===== src/sv/ecit_pkg.sv =====
// ----------------------------------------------------------------------------
// ecit_pkg
// Types, codes and constants shared by the interval timer modules.
// ----------------------------------------------------------------------------
package ecit_pkg;

    typedef logic [1:0] t_op;
    typedef logic [1:0] t_sel;

    localparam t_op  OP_TICK  = 2'd0;
    localparam t_op  OP_READ  = 2'd1;
    localparam t_op  OP_WRITE = 2'd2;

    localparam t_sel SEL_DIV  = 2'd0;
    localparam t_sel SEL_TIMA = 2'd1;
    localparam t_sel SEL_TMA  = 2'd2;
    localparam t_sel SEL_TAC  = 2'd3;

    localparam logic [7:0] TAC_READ_FILL  = 8'hF8;
    localparam logic [7:0] COUNT_MAX      = 8'hFF;
    localparam logic [2:0] RELOAD_DELAY   = 3'd4;
    localparam int         TAC_ENABLE_BIT = 2;
    localparam int         APU_BIT_NORMAL = 12;
    localparam int         APU_BIT_DOUBLE = 13;

    typedef struct packed {
        t_op        op;
        t_sel       reg_select;
        logic [7:0] write_data;
    } t_item;

    typedef struct packed {
        logic [7:0] read_data;
        logic       timer_interrupt;
        logic       apu_tick;
    } t_result;

    // Divider bit watched by the counter for each clock select code
    function automatic logic [3:0] tap_bit(input logic [1:0] clk_sel);
        logic [3:0] bit_idx;
        case (clk_sel)
            2'd0: bit_idx = 4'd9;
            2'd1: bit_idx = 4'd3;
            2'd2: bit_idx = 4'd5;
            2'd3: bit_idx = 4'd7;
            default: bit_idx = 4'd9;
        endcase
        return bit_idx;
    endfunction

    function automatic logic timer_signal(input logic [15:0] div, input logic [2:0] ctl);
        return ctl[TAC_ENABLE_BIT] & div[tap_bit(ctl[1:0])];
    endfunction

endpackage


===== src/sv/ecit_core.sv =====
// ----------------------------------------------------------------------------
// ecit_core
// Timer state (divider, counter, modulo, control, reload delay) and the
// combinational update for one item, registered when the item fires.
// ----------------------------------------------------------------------------
module ecit_core (
    input  logic              i_clk,
    input  logic              i_rst_n,
    input  logic              i_fire,
    input  ecit_pkg::t_item   i_item,
    input  logic              i_double_speed,
    output ecit_pkg::t_result o_result
);
    import ecit_pkg::*;

    logic [15:0] r_div,    n_div;
    logic [7:0]  r_count,  n_count;
    logic [7:0]  r_modulo, n_modulo;
    logic [2:0]  r_ctl,    n_ctl;
    logic [2:0]  r_wait,   n_wait;

    logic        old_t;
    logic        new_t;
    logic        old_a;
    logic        new_a;
    logic        bump;
    logic [7:0]  cnt_mid;
    t_result     res;

    always_comb begin
        n_div    = r_div;
        n_count  = r_count;
        n_modulo = r_modulo;
        n_ctl    = r_ctl;
        n_wait   = r_wait;
        res      = '0;
        bump     = 1'b0;
        old_t    = timer_signal(r_div, r_ctl);
        old_a    = i_double_speed ? r_div[APU_BIT_DOUBLE] : r_div[APU_BIT_NORMAL];
        new_t    = 1'b0;
        new_a    = 1'b0;

        case (i_item.op)
            OP_TICK: begin
                if (r_wait != 3'd0) begin
                    n_wait = r_wait - 3'd1;
                    if (n_wait == 3'd0) begin
                        n_count             = r_modulo;
                        res.timer_interrupt = 1'b1;
                    end
                end
                n_div = r_div + 16'd1;
                new_t = timer_signal(n_div, r_ctl);
                new_a = i_double_speed ? n_div[APU_BIT_DOUBLE] : n_div[APU_BIT_NORMAL];
                bump  = old_t & ~new_t;
                res.apu_tick = old_a & ~new_a;
            end
            OP_READ: begin
                case (i_item.reg_select)
                    SEL_DIV:  res.read_data = r_div[15:8];
                    SEL_TIMA: res.read_data = r_count;
                    SEL_TMA:  res.read_data = r_modulo;
                    SEL_TAC:  res.read_data = {5'd0, r_ctl} | TAC_READ_FILL;
                    default:  res.read_data = '0;
                endcase
            end
            OP_WRITE: begin
                case (i_item.reg_select)
                    SEL_DIV: begin
                        n_div        = '0;
                        bump         = old_t;
                        res.apu_tick = old_a;
                    end
                    SEL_TIMA: begin
                        n_count = i_item.write_data;
                        n_wait  = 3'd0;
                    end
                    SEL_TMA: begin
                        n_modulo = i_item.write_data;
                    end
                    SEL_TAC: begin
                        n_ctl = i_item.write_data[2:0];
                        new_t = timer_signal(r_div, n_ctl);
                        bump  = old_t & ~new_t;
                    end
                    default: begin
                        n_ctl = r_ctl;
                    end
                endcase
            end
            default: begin
                res = '0;
            end
        endcase

        // Counter increment, ignored while a reload is pending
        cnt_mid = n_count;
        if (bump && (n_wait == 3'd0)) begin
            if (cnt_mid == COUNT_MAX) begin
                n_count = '0;
                n_wait  = RELOAD_DELAY;
            end else begin
                n_count = cnt_mid + 8'd1;
            end
        end
    end

    always_ff @(posedge i_clk) begin
        if (!i_rst_n) begin
            r_div    <= '0;
            r_count  <= '0;
            r_modulo <= '0;
            r_ctl    <= '0;
            r_wait   <= '0;
        end else if (i_fire) begin
            r_div    <= n_div;
            r_count  <= n_count;
            r_modulo <= n_modulo;
            r_ctl    <= n_ctl;
            r_wait   <= n_wait;
        end
    end

    assign o_result = res;

    a_wait_range: assert property (@(posedge i_clk) disable iff (!i_rst_n)
        r_wait <= RELOAD_DELAY)
        else $error("reload delay out of range");

    a_wait_zero_count: assert property (@(posedge i_clk) disable iff (!i_rst_n)
        (r_wait != 3'd0) |-> (r_count == 8'd0))
        else $error("counter not held at zero during reload delay");

    a_irq_on_tick: assert property (@(posedge i_clk) disable iff (!i_rst_n)
        (i_fire && res.timer_interrupt) |-> (i_item.op == OP_TICK && r_wait == 3'd1))
        else $error("interrupt outside the end of a reload delay");

    a_div_step: assert property (@(posedge i_clk) disable iff (!i_rst_n)
        (i_fire && i_item.op == OP_TICK) |=> (r_div == $past(r_div) + 16'd1))
        else $error("divider did not advance on tick");

endmodule


===== src/sv/edge_clocked_interval_timer.sv =====
// ----------------------------------------------------------------------------
// edge_clocked_interval_timer
// Divider / counter / modulo / control interval timer, one item per cycle while not stalled.
// ----------------------------------------------------------------------------
// Input channel: i_in_valid with i_op, i_reg_select, i_write_data; the block
// drives o_in_stall. Each item is a tick, a register read or a register write.
// Output channel: o_out_valid with o_read_data, o_timer_interrupt and
// o_apu_tick; the receiver drives i_out_stall. Every item gives one result.
// An accepted item sits in the input register, is processed by the core and
// lands in the output register, where the result is offered. The block takes
// one item per cycle while the receiver does not stall, since the core
// updates its state as each item fires.
// When the receiver stalls, the result holds, the input register holds its
// item and o_in_stall rises while that register is full; nothing is lost.
// i_cfg_we with i_cfg_data sets double speed (audio pulse from divider bit
// 13 instead of 12); write it only while the block is idle.
// Synchronous active-low reset clears divider, counter, modulo, control,
// reload delay, double speed and both valid flags.
// ----------------------------------------------------------------------------
module edge_clocked_interval_timer (
    input  logic       i_clk,
    input  logic       i_rst_n,
    input  logic       i_in_valid,
    output logic       o_in_stall,
    input  logic [1:0] i_op,
    input  logic [1:0] i_reg_select,
    input  logic [7:0] i_write_data,
    output logic       o_out_valid,
    input  logic       i_out_stall,
    output logic [7:0] o_read_data,
    output logic       o_timer_interrupt,
    output logic       o_apu_tick,
    input  logic       i_cfg_we,
    input  logic       i_cfg_data
);
    import ecit_pkg::*;

    logic    r_in_valid;
    t_item   r_item;
    logic    r_out_valid;
    t_result r_result;
    logic    r_double_speed;
    logic    advance;
    logic    in_accept;
    t_result core_result;

    assign advance    = ~r_out_valid | ~i_out_stall;
    assign o_in_stall = r_in_valid & ~advance;
    assign in_accept  = i_in_valid & ~o_in_stall;

    always_ff @(posedge i_clk) begin
        if (!i_rst_n) begin
            r_in_valid     <= 1'b0;
            r_out_valid    <= 1'b0;
            r_double_speed <= 1'b0;
        end else begin
            if (i_cfg_we) begin
                r_double_speed <= i_cfg_data;
            end
            if (advance) begin
                r_out_valid <= r_in_valid;
            end
            if (in_accept) begin
                r_in_valid <= 1'b1;
            end else if (advance) begin
                r_in_valid <= 1'b0;
            end
        end
    end

    always_ff @(posedge i_clk) begin
        if (in_accept) begin
            r_item <= '{op: i_op, reg_select: i_reg_select, write_data: i_write_data};
        end
        if (advance && r_in_valid) begin
            r_result <= core_result;
        end
    end

    ecit_core u_core (
        .i_clk          (i_clk),
        .i_rst_n        (i_rst_n),
        .i_fire         (r_in_valid & advance),
        .i_item         (r_item),
        .i_double_speed (r_double_speed),
        .o_result       (core_result)
    );

    assign o_out_valid       = r_out_valid;
    assign o_read_data       = r_result.read_data;
    assign o_timer_interrupt = r_result.timer_interrupt;
    assign o_apu_tick        = r_result.apu_tick;

endmodule


===== config.mk =====
export PLATFORM = sky130hd
export DESIGN_NAME = edge_clocked_interval_timer
export DESIGN_NICKNAME = d
export VERILOG_FILES = /design/src/sv/ecit_pkg.sv /design/src/sv/ecit_core.sv /design/src/sv/edge_clocked_interval_timer.sv
export SDC_FILE = /design/constraint.sdc
export NUM_CORES = 1
export LEC_CHECK = 0
export ABC_AREA = 1
export BUFFER_PORTS_ARGS = -buffer_cell sky130_fd_sc_hd__buf_4
export CORE_MARGIN = 2
export CORE_UTILIZATION = 62
export CTS_BUF_LIST = sky130_fd_sc_hd__clkbuf_8
export DETAILED_ROUTE_END_ITERATION = 16
export GPL_ROUTABILITY_DRIVEN = 0
export HOLD_SLACK_MARGIN = 0.15
export PLACE_DENSITY = 0.82
export SLEW_MARGIN = 20
export SYNTH_ARGS = -nofsm -noshare
export SYNTH_HDL_FRONTEND = slang
export SYNTH_SLANG_ARGS = --single-unit
export TNS_END_PERCENT = 50

===== constraint.sdc =====
create_clock -name i_clk -period 3 [get_ports i_clk]
set_input_delay 0 -clock i_clk [delete_from_list [all_inputs] [get_ports i_clk]]
set_output_delay 0 -clock i_clk [all_outputs]
set_load 0.005 [all_outputs]

==> results of run 1 <==
state kept, by name (all words and copies together) (netlist names):
name / count
u_core.r_div: 16
r_item: 12
o_read_data: 8
u_core.r_count: 8
u_core.r_modulo: 8
u_core.r_ctl: 3
u_core.r_wait: 3
o_apu_tick: 1
o_out_valid: 1
o_timer_interrupt: 1
r_double_speed: 1
r_in_valid: 1
worst max path at each step:
| stage | to | cells after the start |
|---|---|---|
| after floorplan | u_core.r_count[6] | 16 |
| after global placement | u_core.r_count[6] | 17 |
| after detailed placement | u_core.r_count[7] | 18 |
| after CTS | u_core.r_count[7] | 18 |
| after global routing | u_core.r_count[7] | 18 |
| final | u_core.r_count[7] | 18 |
final cells by class:
| cell class | instances | area [um2] |
|---|---|---|
| Multi-Input combinational cell | 328 | 1790 |
| Clock inverter | 4 | 43.79 |
| Timing Repair Buffer | 51 | 427.9 |
| Inverter | 69 | 259.0 |
| Sequential cell | 63 | 1481 |
| Tap cell | 72 | 90.09 |
| Clock buffer | 12 | 165.2 |
| Fill cell | 406 | 1282 |
cells in the final DEF (no fill, tap or decap), drive strengths merged:
cell type	count
nand2	113
inv	69
nor2	46
a21oi	45
dfxtp	41
o21ai	38
nand3	34
buf	33
edfxtp	22
dlygate4sd3	18
clkbuf	12
a31oi	9
ha	9
nand4	8
xor2	5
nor3	5
o211ai	4
o22ai	3
clkinv	3
o21bai	2
or2	2
a21boi	1
nor4	1
o21a	1
xnor2	1
a221oi	1
bufinv	1
cells by family (layout without fill, tap and decap cells):
group           Yosys count  count (layout)  synth area share
compound gates          104             104            0.1653
xor+xnor                  6               6           0.01474
fa+ha+maj                 9               9           0.03158
buf+inv                  77             136           0.08246
flops                    63              63            0.4154
simple gates            209             209            0.2905
per-layer routing:
layer	part of all wire	vias up	routed length, um	GRT usage
li1	-	1657	-	-
met1	0.41	1575	3878	0.3933
met2	0.47	194	4415	0.5370
met3	0.081	41	757	0.07579
met4	0.035	0	328	0.1271
met5	0	-	0	0
metrics by stage:
stage / instances / total power [mW] / setup WS (ps)
after floorplan: 468 / 1.105 / 888.8
after global placement: 565 / 1.171 / 678.1
after detailed placement: 565 / 1.178 / 542.1
after CTS: 599 / 1.948 / 523.3
after global routing: 599 / 2.022 / 242.0
final: 599 / 1.960 / 483.9
repair_timing:
item | CTS | global route
endpoints found under the hold margin | 30 | 0
setup endpoints to repair | 0 | 0
hold buffers | 18 | 0
report_power, final:
| group | total [mW] | internal (mW) | switching (mW) |
|---|---|---|---|
| clock network | 0.770 | 0.446 | 0.324 |
| registers | 0.940 | 0.914 | 0.0256 |
| logic | 0.249 | 0.0984 | 0.151 |
==> results.yml, run 1 <==
run_status:
  status: "completed"
floorplanning:
  initial_core_util: 0.6436
  dieWidth_um: 79.84
  num_io_pins: 30
  fp-row-count: 27
  dieHeight_um: 79.84
  core_mm2: 0.005540
  dieArea_mm2: 0.006374
place:
  dp_hpwl_um: 6328
  placedInstanceArea_mm2: 0.003869
  port_buffers: 29
route:
  dr.first_iter.drc_count: 313
  vias: 3467
  ant_nets: 0
  wl_um: 9379
  drc: 0
  viasPerCell: 5.788
  wl_per_cell_um: 15.66
  firstDrtPassIters: 6
sta:
  period_share: 0.8387
  rsz0062_at_grt: "no"
  drv_slew: 0
  fmax_ghz: 0.3974
  hold_violations: 0
  period_needed_ps: 2516
  clock_skew_ps: 8.751
  tightest_slew_ps: 650.2
  setup_viol: 0
  tns_ps: 0
  maxSlewHeadroom: 0.5649
  fin_hold_ws_ps: 362.9
global_route:
  grt_max_degree: 22
  antenna_found_initial: 0
  grt.total_usage: 0.3186
  overflow: 0
  first_global_vias: 3341
  grt_pass1_wl_um: 15490
run:
  maxCapViolCount: 0
cts:
  numClockSinks: 63
  cts_setup_buffers: 0
  h-tree-depth: 3
  cts_buffers: 9
  cts.clk_slew.worst_paths_ps: 70
  clkLatencyLatePin_ps: 350
  cts_root_buffer: "clkbuf_8"
  ctsResizeCount: 0
  cts_tree: "done"
  clockBufferDepth: 2
yosys:
  synth_fp_nets: 495
  synth_warnings: 0
  yosysTopAreaCell: "dfxtp_1"
  synth.area.top_cells: "dfxtp_1 23%, edfxtp_1 19%, nand2_1 10%"
  synth_top_area_frac: 0.2302
  synth_edf_count: 22
  synthCells: 468
  synth_most_common_cell: "nand2_1"
  netlist_area_mm2: 0.003566
  avgSynthCellArea_um2: 7.619
  synth_flop_cell: "dfxtp_1"
  yosys-top-cells-count: "98 x nand2_1, 60 x inv_1, 42 x a21oi_1"
  ys_types: 39
  async_flop_share: 0
  ys_seq_elements: 63
  seq_area_frac_synth: 0.4154
critical_path:
  r2r_cells: 18
  worst_path_largest_cell_delay_ps: 420
  worstPathMaxFanout: 10
  timing.critical_path.buf_inv: 4
  rr_endpoint: "u_core.r_count[7]"
  cp-startpoint: "r_item[9]"
  critPathSlowestCell: "edfxtp_1"
  r2r_start: "r_item[9]"
  cp_data_required_time_ps: 3230
  crit_path_cell_trace: "inv_1, ha_1, nand2_4, inv_2, nand2_1, o21ai_1, inv_1, nand2_2, ha_1, inv_1, nor2_1, nand2_1, nor2_2, nand4_2, nand2_1, nor2_1, nand2_1, a21oi_2"
  crit_path_end_kind: "flop"
  rrSetupSlack_ps: 480
  cp.arrival_ps: 2750
  critPathMostFrequentCell: "nand2_1"
  crit_family: "simple AND/OR/NAND/NOR gates"
  worstSetupPathType: "reg -> reg"
  setup.worst_path.start_class: "flop"
finish:
  drive_above_1_share: 0.1898
  final_area_mm2: 0.004258
  area_growth_pct: 19.40
  antenna_cells: 0
  fin_util: 0.7685
  final_nets: 549
power:
  max-vdd-ir-drop_v: 0.0003627
  power.density_mw_per_mm2: 460.2
  leakagePower_nw: 1.788
hold_path:
  min_from: "i_op[1]"
  holdPathEnd: "r_item[11]"
  hold_class: "in -> reg"
  min_delay_path_depth: 2
Power figures use the tool's default switching activity.
==> inputs of run 2 (changes only) <==
--- a/config.mk
+++ b/config.mk
@@ -5,15 +5,15 @@
 export SDC_FILE = /design/constraint.sdc
 export NUM_CORES = 1
 export LEC_CHECK = 0
-export ABC_AREA = 1
+export ABC_AREA = 0
 export BUFFER_PORTS_ARGS = -buffer_cell sky130_fd_sc_hd__buf_4
 export CORE_MARGIN = 2
-export CORE_UTILIZATION = 62
+export CORE_UTILIZATION = 56
 export CTS_BUF_LIST = sky130_fd_sc_hd__clkbuf_8
 export DETAILED_ROUTE_END_ITERATION = 16
 export GPL_ROUTABILITY_DRIVEN = 0
 export HOLD_SLACK_MARGIN = 0.15
-export PLACE_DENSITY = 0.82
+export PLACE_DENSITY = 0.78
 export SLEW_MARGIN = 20
 export SYNTH_ARGS = -nofsm -noshare
 export SYNTH_HDL_FRONTEND = slang
==> constraint.sdc (replaced) <==
create_clock -name i_clk -period 2.3 [get_ports i_clk]
set_input_delay 0 -clock i_clk [delete_from_list [all_inputs] [get_ports i_clk]]
set_output_delay 0 -clock i_clk [all_outputs]
set_load 0.005 [all_outputs]
==> run 2 against run 1 <==
  * Non-clock buffer count rose by 85
  * Synthesized cell count fell by 10%
  * Die area rose by 13%
  * Clock power rose by 29%
  * The flow now finishes with violations (negative setup slack)
  * Sequential share of layout area fell by 5.5 points
  * Largest power group unchanged
==> results.yml, run 2 <==
finish:
  regMostFlops: "u_core.r_div"
  final.fill_count: 393
  largest_register_ffs: 16
  layout_commonest_cell: "buf_4"
  drive_above_1_share: 0.3321
  antenna_cells: 0
  area_growth_pct: 39.00
  final_cell_mix: "115 x buf_4, 62 x nor2_1, 38 x dfxtp_1"
  final_nets: 570
  multi_input_area_mm2: 0.002155
  regArea_mm2: 0.001488
  top_regs: "u_core.r_div x16, r_item x12"
yosys:
  netlist_area_mm2: 0.003657
  synth.area.top_cells: "dfxtp_1 22%, edfxtp_1 18%, nor2_1 6.6%"
  synth_top_area_frac: 0.2244
  synth_top_family_by_area: "simple AND/OR/NAND/NOR gates"
  synth_flop_cell: "dfxtp_1"
  yosys-top-cells-count: "64 x nor2_1, 41 x dfxtp_1, 38 x nand2_1"
  synth_fa_ha_area_frac: 0.03079
  synth_edf_count: 22
  seq_area_frac_synth: 0.4051
  synthCells: 421
  synth_fp_nets: 448
  ys_types: 71
  synth-simple-area-share: 0.2432
  synth_warnings: 0
  yosysTopAreaCell: "dfxtp_1"
  synth_most_common_cell: "nor2_1"
  synth_mux_area_frac: 0.03147
  ys_seq_elements: 63
  synth_compound_area_frac: 0.2162
  async_flop_share: 0
  avgSynthCellArea_um2: 8.687
  synth_xor_area_frac: 0.02395
critical_path:
  timing.critical_path.buf_inv: 1
  crit_path_end_kind: "flop"
  crit_path_cell_trace: "inv_4, ha_4, or4b_4, a311oi_4, o221ai_2, a211o_1, or4_4, o21ai_4, o221a_1"
  critPathSlowestCell: "or4b_4"
  cp_data_required_time_ps: 2600
  setup.worst_path.start_class: "flop"
  worstPathMaxFanout: 5
  crit_family: "compound AO/OA/AOI/OAI gates"
  cp.arrival_ps: 3030
  worstSetupPathType: "reg -> reg"
  worst_path_largest_cell_delay_ps: 540
floorplanning:
  dieHeight_um: 84.82
  dieWidth_um: 84.82
  initial_core_util: 0.5760
  core_mm2: 0.006350
  dieArea_mm2: 0.007194
  fp-row-count: 29
  num_io_pins: 30
sta:
  rsz0062_at_grt: "yes"
  clock_skew_ps: 15.39
  tns_ps: -3068
  drv_slew: 0
  hold_violations: 0
  period_share: 1.188
  fmax_ghz: 0.3661
  maxSlewHeadroom: 0.6304
  fin_hold_ws_ps: 363.9
  setup_viol: 9
  tightest_slew_ps: 553.6
  period_needed_ps: 2732
  worst_slack_ps: -431.6
cts:
  cts_tree: "done"
  cts_buffers: 9
  clockBufferDepth: 2
  clkLatencyLatePin_ps: 360
  cts_root_buffer: "clkbuf_8"
  cts.clk_slew.worst_paths_ps: 80
  numClockSinks: 63
  h-tree-depth: 3
global_route:
  antenna_found_initial: 0
  grt_pass1_wl_um: 18200
  overflow: 0
  grt_max_degree: 29
  grt.total_usage: 0.3228
  first_global_vias: 3772
power:
  net-switching-power_mw: 0.7228
  p_int_mw: 1.933
  p_comb_frac: 0.167
  power.density_mw_per_mm2: 522.4
  switching_share: 0.2722
  leakagePower_nw: 1.983
  power_frac_clock: 0.373
  seqPwrFrac: 0.460
  max-vdd-ir-drop_v: 0.0004424
route:
  dr.first_iter.drc_count: 489
  viasPerCell: 6.229
  wl_um: 11510
  vias: 3893
  wl_per_cell_um: 18.42
  ant_nets: 0
  firstDrtPassIters: 6
  drc: 0
hold_path:
  hold_class: "in -> reg"
place:
  dp_hpwl_um: 7810
  port_buffers: 29
  pre_cts_ws_ps: -533.4
run_status:
  status: "finished with violations"
  violations: "negative setup slack"
run:
  maxCapViolCount: 0
run 2: changes by cell type after synthesis, sizes merged, moves of 12 or more:
cell   previous run  this run
nor2             46        64
nand2           113        38
a21oi            45        33
o21ai            38        21
inv              68        15
run 2: through the flow:
| stage | cell area, um2 | utilization | std cells | total power [mW] |
|---|---|---|---|---|
| final | 5084 | 0.8006 | 625 | 2.656 |
| after CTS | 4977 | 0.7838 | 622 | 2.609 |
| after global placement | 4494 | 0.7078 | 585 | 1.588 |
| after floorplan | 3681 | - | 421 | 1.433 |
| after detailed placement | 4494 | 0.7078 | 585 | 1.601 |
| after global routing | 5084 | 0.8006 | 625 | 2.732 |
run 2: final cells by class:
cell class / instances / share of cell area
timing repair buffer: 136 / 0.2136
clock buffer: 10 / 0.02707
multi-input combinational: 318 / 0.4238
sequential: 63 / 0.2926
inverter: 15 / 0.01206
tap: 77 / 0.01895
clock inverter: 6 / 0.01181
run 2: worst register-to-register path, delay by kind of cell, from the launching register on:
family                   cells  cell delay, ps
AO/OA/AOI/OAI                5            1080
adder cells (fa/ha/maj)      1             170
buffers and inverters        1              50
flip-flops                   1             380
AND/OR/NAND/NOR              2             990
run 2: power groups by stage:
| stage | logic [mW] | registers, mW | clock network [mW] |
|---|---|---|---|
| floorplan | 0.199 | 1.23 | 0 |
| global placement | 0.347 | 1.24 | 0 |
| detailed placement | 0.359 | 1.24 | 0 |
| CTS | 0.407 | 1.22 | 0.983 |
| global route | 0.472 | 1.22 | 1.04 |
| finish | 0.444 | 1.22 | 0.990 |
run 2: logic make-up (layout without fill, tap and decap cells):
logic type,after synthesis,in the layout
and+or+nand+nor,179,179
muxes,9,9
DFF,63,63
adders and majority gates,9,9
buffers and inverters,40,167
AOI/OAI and AO/OA,111,111
xor gates and xnor gates,10,10
run 2: worst paths after layout:
path,cells after the start,slack (ps),from,to
min,2,360,i_write_data[2],r_item[2]
min reg2reg,2,490,u_core.r_modulo[5],u_core.r_modulo[5]
max reg2reg,9,-430,u_core.r_wait[0],u_core.r_wait[2]
max,9,-430,u_core.r_wait[0],u_core.r_wait[2]
run 2: routing by layer:
| layer | vias to the layer above | global-route usage | wire length (um) |
|---|---|---|---|
| met2 | 214 | 0.5326 | 5588 |
| li1 | 1801 | - | - |
| met3 | 46 | 0.06226 | 999 |
| met1 | 1832 | 0.4170 | 4532 |
| met4 | 0 | 0.1356 | 390 |
| met5 | - | 0 | 0 |
run 2: what timing repair did:
item | in CTS | in global routing
buffers inserted | 3 | 3
hold endpoints to repair | 21 | 0
gates resized for setup | 16 | 18
pin swaps | 10 | 9
cloned | 0 | 0
hold buffers | 18 | 0
setup endpoints to repair | 12 | 12
==> inputs of run 3 (changes only) <==
--- a/config.mk
+++ b/config.mk
@@ -7,6 +7,7 @@
 export LEC_CHECK = 0
 export ABC_AREA = 0
 export BUFFER_PORTS_ARGS = -buffer_cell sky130_fd_sc_hd__buf_4
+export CORE_ASPECT_RATIO = 1.1
 export CORE_MARGIN = 2
 export CORE_UTILIZATION = 56
 export CTS_BUF_LIST = sky130_fd_sc_hd__clkbuf_8
==> run 3 against run 2 <==
  * The run still ends with negative setup slack left
  * Largest power group unchanged
  * Sequential power about the same
  * Final cell count rose by 0.64%
  * Sequential share of layout area up 0.081 points
  * Total power decreased by 5.1%
  * Critical path type unchanged
==> results.yml, run 3 (synthesized netlist as in run 2, its figures left out) <==
run_status:
  status: "finished with violations"
  violations: "negative setup slack"
cts:
  clkLatencyLatePin_ps: 360
  cts_buffers: 9
  numClockSinks: 63
  cts.clk_slew.worst_paths_ps: 80
  cts_root_buffer: "clkbuf_8"
  h-tree-depth: 3
  cts_tree: "done"
  clockBufferDepth: 2
floorplanning:
  dieWidth_um: 81.05
  dieArea_mm2: 0.007194
  fp-row-count: 30
  num_io_pins: 30
  dieHeight_um: 88.76
  initial_core_util: 0.5869
  core_mm2: 0.006231
route:
  vias: 3999
  viasPerCell: 6.358
  wl_um: 11580
  wl_per_cell_um: 18.41
  drc: 0
  firstDrtPassIters: 7
  ant_nets: 0
  dr.first_iter.drc_count: 451
power:
  max-vdd-ir-drop_v: 0.0004064
  power.density_mw_per_mm2: 498.2
  leakagePower_nw: 1.961
  power.total_mw: 2.521
finish:
  layout_commonest_cell: "buf_4"
  drive_above_1_share: 0.3315
  fin_cells: 629
  final_area_mm2: 0.005061
  antenna_cells: 0
  regMostFlops: "u_core.r_div"
  final_cell_mix: "115 x buf_4, 63 x nor2_1, 38 x nand2_1, 38 x dfxtp_1, 32 x a21oi_1"
  top_regs: "u_core.r_div x16, r_item x12"
  final_nets: 571
  final.fill_count: 396
  largest_register_ffs: 16
  area_growth_pct: 38.39
critical_path:
  worstSetupPathType: "reg -> reg"
  setup.worst_path.start_class: "flop"
  cp.arrival_ps: 2950
  rr_endpoint: "u_core.r_count[5]"
  rrSetupSlack_ps: -430
  cp_data_required_time_ps: 2510
  worst_path_largest_cell_delay_ps: 490
  r2r_cells: 9
  r2r_start: "u_core.r_wait[0]"
  critPathSlowestCell: "or4b_4"
  crit_path_cell_trace: "buf_4, ha_4, or4b_4, a311oi_4, o221ai_2, a211o_1, or4_4, o21ai_4, a221oi_1"
  crit_path_end_kind: "flop"
  worstPathMaxFanout: 4
place:
  place_inst: 589
  port_buffers: 29
  pre_cts_ws_ps: -520.1
  dp_hpwl_um: 7680
  placedInstanceArea_mm2: 0.004506
sta:
  drv_slew: 0
  tns_ps: -3141
  fmax_ghz: 0.3659
  clock_skew_ps: 12.92
  rsz0062_at_grt: "yes"
  period_needed_ps: 2733
  tightest_slew_ps: 553.1
  period_share: 1.188
  hold_violations: 0
  worst_slack_ps: -433.1
  setup_viol: 9
  maxSlewHeadroom: 0.6307
global_route:
  grt.total_usage: 0.3351
  overflow: 0
  first_global_vias: 3830
  grt_max_degree: 29
  antenna_found_initial: 0
  grt_pass1_wl_um: 17970
hold_path:
  holdPathEnd: "r_item[10]"
  hold_class: "in -> reg"
  min_delay_path_depth: 2
  min_from: "i_op[0]"
run:
  maxCapViolCount: 0
## run 3: cell count changes in the layout (fill, tap and decap cells not counted), sizes merged
cell and delta:
clkinv +3, inv -2, buf +1, bufinv -1
clkbuf -1, clkinvlp +1
## run 3: cell type report
class,instances,area [um2],area share
Multi-Input combinational cell,318,2162,0.4272
Sequential cell,63,1485,0.2934
Timing Repair Buffer,137,1089,0.2151
Clock buffer,9,123.9,0.02447
Tap cell,80,100.1,0.01978
Inverter,15,61.31,0.01211
Clock inverter,7,40.04,0.007911
## run 3: worst max path at each step
stage                                 from  cells after the start                end
after floorplan           u_core.r_wait[0]                     10   u_core.r_wait[2]
after global placement    u_core.r_wait[0]                      9  u_core.r_count[5]
after detailed placement  u_core.r_wait[0]                      9  u_core.r_count[5]
after CTS                 u_core.r_wait[1]                      9  u_core.r_count[5]
after global routing      u_core.r_wait[0]                     12  u_core.r_count[5]
final                     u_core.r_wait[0]                      9  u_core.r_count[5]
## run 3: power breakdown
group          switching [mW]  total (mW)  internal [mW]  leakage, nW
clock                   0.469       0.849          0.380       0.0846
combinational           0.231       0.451          0.220         1.33
sequential             0.0323        1.22           1.19        0.542
## run 3: stage by stage
stage                     hold slack, ps    util
after floorplan                    98.87       -
after CTS                          351.5  0.8014
after global routing               371.4  0.8122
final                              365.7  0.8122
after detailed placement           179.4  0.7231
after global placement             177.8  0.7231
## run 3: metal layers
layer / track usage / vias to the layer above / share of wire
met2: 0.5642 / 262 / 0.48
met3: 0.06429 / 61 / 0.087
met5: 0 / - / 0
li1: - / 1801 / -
met4: 0.1880 / 0 / 0.046
met1: 0.4015 / 1875 / 0.39
## run 3: worst max-delay path, delay by kind of cell (launching register included)
kind	cells	cell delay (ps)
and+or+nand+nor	2	930
AOI/OAI and AO/OA	5	990
buffers and inverters	1	150
DFF	1	360
adders and majority gates	1	150
## run 3: what timing repair did
| item | CTS | global route |
|---|---|---|
| endpoints found under the hold margin | 21 | 0 |
| endpoints found under the setup margin | 12 | 19 |
| pin swaps | 15 | 8 |
| buffers inserted | 5 | 1 |
| resized for setup | 21 | 14 |
| hold buffers | 18 | 0 |
